--- src/rtl/lfp_pkg.sv ---
`timescale 1ns / 1ps
// ----------------------------------------------------------------------------
// Lidar frame parser package
// Shared constants, event codes and the result record of the frame parser.
// ----------------------------------------------------------------------------
package lfp_pkg;

  localparam int FRAME_LENGTH = 9;
  localparam int POS_W        = $clog2(FRAME_LENGTH);
  localparam int DATA_BYTES   = FRAME_LENGTH - 2;
  localparam int FB_IDX_W     = $clog2(DATA_BYTES);
  localparam int CFG_DATA_W   = 16;
  localparam int CFG_INDEX_W  = 1;
  localparam int CNT_W        = 32;

  localparam logic [7:0]  HEADER_BYTE          = 8'h59;
  localparam logic [15:0] MIN_STRENGTH_RST     = 16'd100;
  localparam logic [15:0] INVALID_DISTANCE_RST = 16'hFFFF;

  localparam logic [CFG_INDEX_W-1:0] CFG_MIN_STRENGTH     = 1'd0;
  localparam logic [CFG_INDEX_W-1:0] CFG_INVALID_DISTANCE = 1'd1;

  typedef enum logic [2:0] {
    EV_IN_FRAME,
    EV_VALID,
    EV_CHECKSUM,
    EV_WEAK,
    EV_BAD_HEADER,
    EV_DROPPED
  } event_t;

  typedef struct packed {
    event_t             event_res;
    logic signed [15:0] distance_cm;
    logic [15:0]        signal_strength;
    logic [15:0]        temp_centi;
    logic               reading_valid;
    logic [CNT_W-1:0]   good_frames;
    logic [CNT_W-1:0]   checksum_errors;
    logic [CNT_W-1:0]   weak_frames;
    logic [CNT_W-1:0]   dropped_bytes;
  } result_t;

endpackage

--- src/rtl/lidar_frame_parser_unit.sv ---
`timescale 1ns / 1ps
// ----------------------------------------------------------------------------
// Lidar frame parser unit
// Byte-serial parser for 9-byte ranging-sensor frames with held readings
// and wrapping event counters.
// ----------------------------------------------------------------------------
// The unit takes one received byte per clock while in_stall is low and
// returns one registered result per byte. The parse state, held readings
// and counters are updated by a single stage of logic in the accepting
// cycle, so a new byte can be taken in every cycle that in_stall is low.
// Results sit in a two-entry output buffer: an output register and a skid
// register. in_stall rises only when the skid register holds a result,
// that is when a further byte arrived while the downstream side stalled
// the output register; at most two results are ever waiting.
module lidar_frame_parser_unit (
  input  logic                              clk,
  input  logic                              rst,
  // Configuration write port.
  input  logic                              cfg_we,
  input  logic [lfp_pkg::CFG_INDEX_W-1:0]   cfg_index,
  input  logic [lfp_pkg::CFG_DATA_W-1:0]    cfg_data,
  // Input channel.
  input  logic                              in_valid,
  output logic                              in_stall,
  input  logic [7:0]                        rx_byte,
  // Result channel.
  output logic                              out_valid,
  input  logic                              out_stall,
  output logic [2:0]                        event_res,
  output logic signed [15:0]                distance_cm,
  output logic [15:0]                       signal_strength,
  output logic [15:0]                       temp_centi,
  output logic                              reading_valid,
  output logic [lfp_pkg::CNT_W-1:0]         good_frames,
  output logic [lfp_pkg::CNT_W-1:0]         checksum_errors,
  output logic [lfp_pkg::CNT_W-1:0]         weak_frames,
  output logic [lfp_pkg::CNT_W-1:0]         dropped_bytes
);
  import lfp_pkg::*;

  // Configuration registers.
  logic [15:0] min_strength;
  logic [15:0] invalid_distance;

  // Parse state.
  logic [POS_W-1:0] frame_position, frame_position_next;
  logic [7:0]       byte_sum, byte_sum_next;
  logic [7:0]       frame_bytes [DATA_BYTES];
  logic [FB_IDX_W-1:0] fb_wr_idx;
  logic             fb_we;

  // Held readings and counters.
  logic [15:0]      held_distance, held_distance_next;
  logic [15:0]      held_strength, held_strength_next;
  logic [15:0]      held_temperature, held_temperature_next;
  logic [CNT_W-1:0] cnt_good, cnt_good_next;
  logic [CNT_W-1:0] cnt_checksum, cnt_checksum_next;
  logic [CNT_W-1:0] cnt_weak, cnt_weak_next;
  logic [CNT_W-1:0] cnt_dropped, cnt_dropped_next;

  // Frame fields, read at fixed places of the byte store.
  logic [15:0] frame_distance;
  logic [15:0] frame_strength;
  logic [15:0] frame_temperature;

  event_t  ev;
  result_t res_next;

  // Output buffer.
  result_t out_res, skid_res;
  logic    skid_valid;
  logic    in_fire, out_free;

  assign in_stall = skid_valid;
  assign in_fire  = in_valid && !skid_valid;
  assign out_free = !out_valid || !out_stall;

  // Configuration writes. Changing the invalid marker does not touch the
  // held distance; only the comparison for reading_valid follows it.
  always_ff @(posedge clk) begin
    if (rst) begin
      min_strength     <= MIN_STRENGTH_RST;
      invalid_distance <= INVALID_DISTANCE_RST;
    end else if (cfg_we) begin
      case (cfg_index)
        CFG_MIN_STRENGTH:     min_strength     <= cfg_data;
        CFG_INVALID_DISTANCE: invalid_distance <= cfg_data;
        default: begin
        end
      endcase
    end
  end

  // Store byte positions 1..7 of the frame; the second header byte lands
  // in entry zero. The ninth byte is the checksum and is compared directly.
  assign frame_distance    = {frame_bytes[2], frame_bytes[1]};
  assign frame_strength    = {frame_bytes[4], frame_bytes[3]};
  assign frame_temperature = {frame_bytes[6], frame_bytes[5]};
  assign fb_wr_idx         = FB_IDX_W'(frame_position - POS_W'(1));

  always_comb begin
    frame_position_next   = frame_position;
    byte_sum_next         = byte_sum;
    fb_we                 = 1'b0;
    held_distance_next    = held_distance;
    held_strength_next    = held_strength;
    held_temperature_next = held_temperature;
    cnt_good_next         = cnt_good;
    cnt_checksum_next     = cnt_checksum;
    cnt_weak_next         = cnt_weak;
    cnt_dropped_next      = cnt_dropped;
    ev                    = EV_IN_FRAME;

    if (frame_position == '0) begin
      // Hunting for the first header byte.
      if (rx_byte == HEADER_BYTE) begin
        byte_sum_next       = rx_byte;
        frame_position_next = POS_W'(1);
      end else begin
        cnt_dropped_next = cnt_dropped + CNT_W'(1);
        ev               = EV_DROPPED;
      end
    end else if (frame_position < POS_W'(FRAME_LENGTH - 1)) begin
      // Body of the frame; a header value here is plain data.
      fb_we               = 1'b1;
      byte_sum_next       = byte_sum + rx_byte;
      frame_position_next = frame_position + POS_W'(1);
    end else begin
      // Checksum byte: judge the frame in priority order.
      frame_position_next = '0;
      byte_sum_next       = '0;
      if (frame_bytes[0] != HEADER_BYTE) begin
        ev = EV_BAD_HEADER;
      end else if (byte_sum != rx_byte) begin
        cnt_checksum_next = cnt_checksum + CNT_W'(1);
        ev                = EV_CHECKSUM;
      end else if (frame_strength < min_strength) begin
        cnt_weak_next = cnt_weak + CNT_W'(1);
        ev            = EV_WEAK;
      end else begin
        held_distance_next    = frame_distance;
        held_strength_next    = frame_strength;
        held_temperature_next = frame_temperature;
        cnt_good_next         = cnt_good + CNT_W'(1);
        ev                    = EV_VALID;
      end
    end
  end

  always_comb begin
    res_next.event_res       = ev;
    res_next.distance_cm     = held_distance_next;
    res_next.signal_strength = held_strength_next;
    res_next.temp_centi      = held_temperature_next;
    res_next.reading_valid   = (held_distance_next != invalid_distance);
    res_next.good_frames     = cnt_good_next;
    res_next.checksum_errors = cnt_checksum_next;
    res_next.weak_frames     = cnt_weak_next;
    res_next.dropped_bytes   = cnt_dropped_next;
  end

  // Parse state, held readings and counters advance on each accepted byte.
  always_ff @(posedge clk) begin
    if (rst) begin
      frame_position   <= '0;
      byte_sum         <= '0;
      held_distance    <= INVALID_DISTANCE_RST;
      held_strength    <= '0;
      held_temperature <= '0;
      cnt_good         <= '0;
      cnt_checksum     <= '0;
      cnt_weak         <= '0;
      cnt_dropped      <= '0;
    end else if (in_fire) begin
      frame_position   <= frame_position_next;
      byte_sum         <= byte_sum_next;
      held_distance    <= held_distance_next;
      held_strength    <= held_strength_next;
      held_temperature <= held_temperature_next;
      cnt_good         <= cnt_good_next;
      cnt_checksum     <= cnt_checksum_next;
      cnt_weak         <= cnt_weak_next;
      cnt_dropped      <= cnt_dropped_next;
    end
  end

  // Frame byte store has no reset: every entry is written before the
  // checksum byte reads it.
  always_ff @(posedge clk) begin
    if (in_fire && fb_we) begin
      frame_bytes[fb_wr_idx] <= rx_byte;
    end
  end

  // Output register plus skid register. When the output register is free,
  // it takes the skid entry if there is one, else the new result. When it
  // is held, a new result parks in the skid register.
  always_ff @(posedge clk) begin
    if (rst) begin
      out_valid  <= 1'b0;
      skid_valid <= 1'b0;
    end else if (out_free) begin
      out_valid  <= skid_valid || in_fire;
      skid_valid <= 1'b0;
    end else if (in_fire) begin
      skid_valid <= 1'b1;
    end
  end

  always_ff @(posedge clk) begin
    if (out_free) begin
      if (skid_valid) begin
        out_res <= skid_res;
      end else if (in_fire) begin
        out_res <= res_next;
      end
    end else if (in_fire) begin
      skid_res <= res_next;
    end
  end

  assign event_res       = out_res.event_res;
  assign distance_cm     = out_res.distance_cm;
  assign signal_strength = out_res.signal_strength;
  assign temp_centi      = out_res.temp_centi;
  assign reading_valid   = out_res.reading_valid;
  assign good_frames     = out_res.good_frames;
  assign checksum_errors = out_res.checksum_errors;
  assign weak_frames     = out_res.weak_frames;
  assign dropped_bytes   = out_res.dropped_bytes;

endmodule

--- config.mk ---
export PLATFORM = sky130hd
export DESIGN_NAME = lidar_frame_parser_unit
export DESIGN_NICKNAME = d
export VERILOG_FILES = /design/src/rtl/lfp_pkg.sv /design/src/rtl/lidar_frame_parser_unit.sv
export SDC_FILE = /design/constraint.sdc
export NUM_CORES = 1
export LEC_CHECK = 0
export BUFFER_PORTS_ARGS = -buffer_cell sky130_fd_sc_hd__buf_2
export CAP_MARGIN = 40
export CELL_PAD_IN_SITES_DETAIL_PLACEMENT = 1
export CELL_PAD_IN_SITES_GLOBAL_PLACEMENT = 1
export CORE_MARGIN = 5
export CORE_UTILIZATION = 49
export CTS_CLUSTER_DIAMETER = 200
export DETAILED_ROUTE_END_ITERATION = 16
export GPL_ROUTABILITY_DRIVEN = 1
export GPL_TIMING_DRIVEN = 1
export HOLD_SLACK_MARGIN = 0.12
export PLACE_DENSITY = 0.76
export SLEW_MARGIN = 20
export SYNTH_ARGS = -nofsm -noshare
export SYNTH_HDL_FRONTEND = slang
export SYNTH_SLANG_ARGS = --single-unit
--- constraint.sdc ---
create_clock -name clk -period 13.07 [get_ports clk]
set_input_delay 0 -clock clk [delete_from_list [all_inputs] [get_ports clk]]
set_output_delay 0 -clock clk [all_outputs]
set_load 0.05 [all_outputs]
# ---- After elaboration in Yosys (flattened, before gate mapping)
# Memories as Yosys holds them, arrays and structs flattened.
# Index checks and enable logic that the tools add are counted.
# Widths: inputs -> output; s select.
dict set report op_classes {
  eq_ne 5
  muxes 49
  reduce_logical 15
  bitwise_logic 2
  add_sub_neg 7
  magnitude_cmp 2
}
# op n
set ops {}
lappend ops {{$mux 32} 16}
lappend ops {{$mux 180} 2}
lappend ops {{$mux 16} 15}
lappend ops {{$add 32x1->32 const B} 4}
lappend ops {{$mux 8} 3}
lappend ops {{$lt 16x16->1} 1}
lappend ops {{$ne 16x16->1} 1}
lappend ops {{$mux 3} 4}
lappend ops {{$mux 4} 3}
lappend ops {{$reduce_and 2->1} 5}
lappend ops {{$add 8x8->8} 1}
lappend ops {{$eq 8x7->1 const B} 1}
lappend ops {{$ne 8x7->1 const B} 1}
lappend ops {{$ne 8x8->1} 1}
lappend ops {{$add 4x1->4 const B} 1}
lappend ops {{$logic_not 4->1} 1}
lappend ops {{$lt 4x4->1 const B} 1}
lappend ops {{$mux 1} 4}
lappend ops {{$mux 2} 2}
lappend ops {{$logic_not 1->1} 3}
lappend ops {{$sub 3x1->3 const B} 1}
lappend ops {{$logic_and 1x1->1} 2}
lappend ops {{$logic_or 1x1->1} 2}
lappend ops {{$ne 2x1->1 const B} 1}
lappend ops {{other kinds (3)} 4}
dict set report word_totals {
  ff_bits 582
  memories 1
  ramBits 56
  output_inout_bits 182
}
# name depth word_bits rd rd_clocked_by_memory_dff write_ports line_no
set mem_list {}
lappend mem_list {frame_bytes 7 8 7 0 1 lidar_frame_parser_unit.sv:48} ;# logic [7:0] frame_bytes [DATA_BYTES];

# ---- Longest topological paths before layout
# An unclocked memory read counts as a cell.
dict set report depth {
  word_depth 10
  mapped_depth 11
  depth_no_buf 9
}

# ---- Least setup slack after synthesis
# OpenSTA, ideal clock, no wires.
dict set report synth_timing {
  path_kind {flip-flop to flip-flop}
  from {reg skid_valid, in the netlist in_stall}
  to {reg out_res, in the netlist checksum_errors[0] (enable)}
  path_stages_with_launch 6
  slack_ns 2.324
  setup_ns 0.780
  arrival_time_ns 9.966
  path_cell_list {dfxtp_1 clkbuf_1 buf_6 buf_6 nor2_1 a21oi_1}
}
dict set report synth_between {
  elab_chain_cells 4
}
# element line_no
set synth_rtl {}
lappend synth_rtl {{from (decl)} lidar_frame_parser_unit.sv:71} ;# logic skid_valid;
lappend synth_rtl {{from (signal assigned)} lidar_frame_parser_unit.sv:201} ;# skid_valid <= 1'b0;
lappend synth_rtl {{from (signal assigned)} lidar_frame_parser_unit.sv:204} ;# skid_valid <= 1'b0;
lappend synth_rtl {{from (signal assigned)} lidar_frame_parser_unit.sv:206} ;# skid_valid <= 1'b1;
lappend synth_rtl {{$logic_not 1->1} lidar_frame_parser_unit.sv:75} ;# assign in_fire = in_valid && !skid_valid;
lappend synth_rtl {{$logic_and 1x1->1} lidar_frame_parser_unit.sv:75}
lappend synth_rtl {{$reduce_bool 2->1 (no source line) *} -}
lappend synth_rtl {{$reduce_and 2->1 (no source line) *} -}
lappend synth_rtl {{to (signal assigned)} lidar_frame_parser_unit.sv:213} ;# out_res <= skid_res;
lappend synth_rtl {{to (signal assigned)} lidar_frame_parser_unit.sv:215} ;# out_res <= res_next;
lappend synth_rtl {{to (decl)} lidar_frame_parser_unit.sv:70} ;# result_t out_res, skid_res;
# Every way passes the cells marked *; elsewhere a longest branch is shown, timed or not.
# A chain may end at the register's enable or synchronous reset.

==> qor.yml <==
status: "finished, final reports clean"
timing.final.crit_share_pct: 29.7
p_leak_nw: 12.0
antenna_found_initial: 2
ant_nets: 0
vdd_drop_max_uv: 106
cts_buffer_depth: 3
post_cts.repair.setup_buffers: 0
cts.sinks: 638
synth_seq_area_share_pct: 61.4
drt_iter0_drc: 976
routed_wl_mm: 69.6
diodes: 0
clk_pin_slew_ns: 0.07
holdWs_ns: 0.315
drt_first_pass_iters: 5
cp-startpoint: "frame_bytes[4][1]"
num_vias: 18000
slew_violations: 0
fmax_mhz: 257
cts-root-buf: "clkbuf_16"
synth_cell_type_count: 72
syn_avg_cell_area_um2: 12.4
grt_pass1_wl_mm: 109
min-delay-start: "cfg_data[1]"
cts_made_buffers: 70
hold_path_class: "input port to register"
place_area_mm2: 0.0294
tightest_slew_ns: 1.13
rows: 87
synth_area_mm2: 0.0276
critPathArrivalTime_ns: 4.23
final.setup.worst_slack_ns: 9.19
worst_slew_margin_rel_pct: 24.6
yosysWarnings: 0
fillerInstances: 5646
start_util_pct: 49.2
skew_ns: 0.0322
period_needed_ns: 3.88
hold_violations: 0
port_buffers: 211
path_class: "register to register"
drive_gt1_share_pct: 23.6
seqCellArea_mm2: 0.0169
setup_viol: 0
nets: 2532
synth-edff-count: 416
multiInputGateArea_mm2: 0.00999
cts_max_level: 3
powerDensity_mw_per_mm2: 142
ys_ff_latch: 638
clock_latency_ns: 0.61
area_delta_synth_final_pct: 16.9
setup-tns-final_ns: 0
cts_tree: "yes"
die_w_um: 247
rsz0062_at_grt: "no"
crit_path_end_kind: "register"
drc_errors: 0
cp.required_ns: 13.41
gp_congestion: 0.842
synth-async-reset-ratio_pct: 0
max-cap-violations: 0
core_area_mm2: 0.0561
dp_worst_setup_slack_ns: 9.07
grt_max_degree: 181
path_max_fanout: 32
die_area_mm2: 0.0612
dpl.hpwl_mm: 43.6
via_per_inst: 5.48
die_h_um: 247
grt_pass1_vias: 19400
grt_remaining_overflow: 0
netlist_instances: 2228
fin_area_mm2: 0.0323
synthFlopType: "edfxtp_1"
cp-start-kind: "register"
grt_use_total_pct: 22.4
hold_depth: 4
ios: 212
wl_per_cell_um: 21.2
synth_nets: 2287
worstRegToRegCells: 9
r2r_start: "frame_bytes[4][1]"
[layer usage]
layer | vias to the layer above | wire length (um) | global-route usage (%)
met5 | - | 0 | 0
met4 | 0 | 1890 | 7.29
met3 | 127 | 3060 | 3.25
met2 | 396 | 35300 | 39.6
met1 | 9029 | 29400 | 28.6
li1 | 8410 | - | -
[power breakdown]
group          internal [mW]  switching, mW  total (mW)
Sequential              2.22         0.0338        2.25
Clock                   1.20          0.787        1.99
Combinational         0.0948          0.258       0.352
[per-stage QoR]
stage	instances	power [mW]	utilization [%]
6_report	3280	4.60	57.6
5_1_grt	3280	4.76	57.6
4_1_cts	3275	4.64	57.4
3_5_place_dp	3101	2.63	52.5
3_3_place_gp	3094	2.62	52.2
2_1_floorplan	2228	2.54	-
[cell usage after synthesis, drive strengths merged (15+ instances only)]
library cell  number  area share, %
a211o             25           0.79
a21oi             50           0.95
and2              15           0.34
and3              51            1.2
buf               30           0.62
clkbuf            88            1.3
dfxtp            222             16
edfxtp           416             45
ha                28            1.3
inv               53           0.72
mux2             223            9.1
nand2            149            2.0
nand3             76            1.4
nand4             44            1.1
nor2             265            3.6
nor3              84            1.5
nor4              21           0.68
o21ai             17           0.31
or3               19           0.43
xnor2            137            4.3
xor2             125            4.0
[timing repair]
action / CTS / global route
gates resized for setup: 0 / 0
hold buffers: 51 / 0
endpoints found under the setup margin: 0 / 0
endpoints found under the hold margin: 140 / 0
[flip-flops by register name (all words and copies together) (netlist names), 32 cells and up]
| signal | flops |
|---|---|
| dropped_bytes | 32 |
| frame_bytes | 56 |
| weak_frames | 32 |
| cnt_dropped | 32 |
| cnt_good | 32 |
| cnt_weak | 32 |
| good_frames | 32 |
| cnt_checksum | 32 |
| skid_res | 180 |
| checksum_errors | 32 |
[kinds of logic after synthesis]
family	synth area share [%]
and+or+nand+nor	13.6
DFF	61.4
xor gates and xnor gates	8.31
muxes	9.28
buffers and inverters	2.61
AOI/OAI and AO/OA	3.50
adders and majority gates	1.34
[final timing paths]
check / end / slack (ns)
hold / removal: invalid_distance[1] / 0.31
setup reg to reg: temp_centi[15] / 9.19
hold reg to reg: min_strength[15] / 0.47
setup / recovery: temp_centi[15] / 9.19
[layout by cell type (no fill, tap or decap), types with 75 or more instances in the layout]
cell      count
nand3_1      75
edfxtp_1    416
mux2_2      223
buf_2       210
nor2_1      264
nand2_1     149
dfxtp_1     221
xnor2_1     137
xor2_1      125
nor3_1       82
[critical path: stages (launching register included)]
cell	delay, ns
edfxtp_1	0.41
ha_1	0.33
a21oi_1	0.08
o21ai_0	0.57
a21oi_2	0.19
buf_6	0.20
a21oi_4	0.53
buf_4	0.55
mux2_2	0.43
mux2_2	0.28
[final cells by class]
type | count | area share [%]
Sequential cell | 638 | 52.5
Multi-Input combinational cell | 1419 | 31.0
Clock buffer | 103 | 6.14
Timing Repair Buffer | 291 | 5.93
Tap cell | 756 | 2.93
Clock inverter | 20 | 0.927
Inverter | 53 | 0.617
Note: power is estimated with default switching activity, not from simulation.
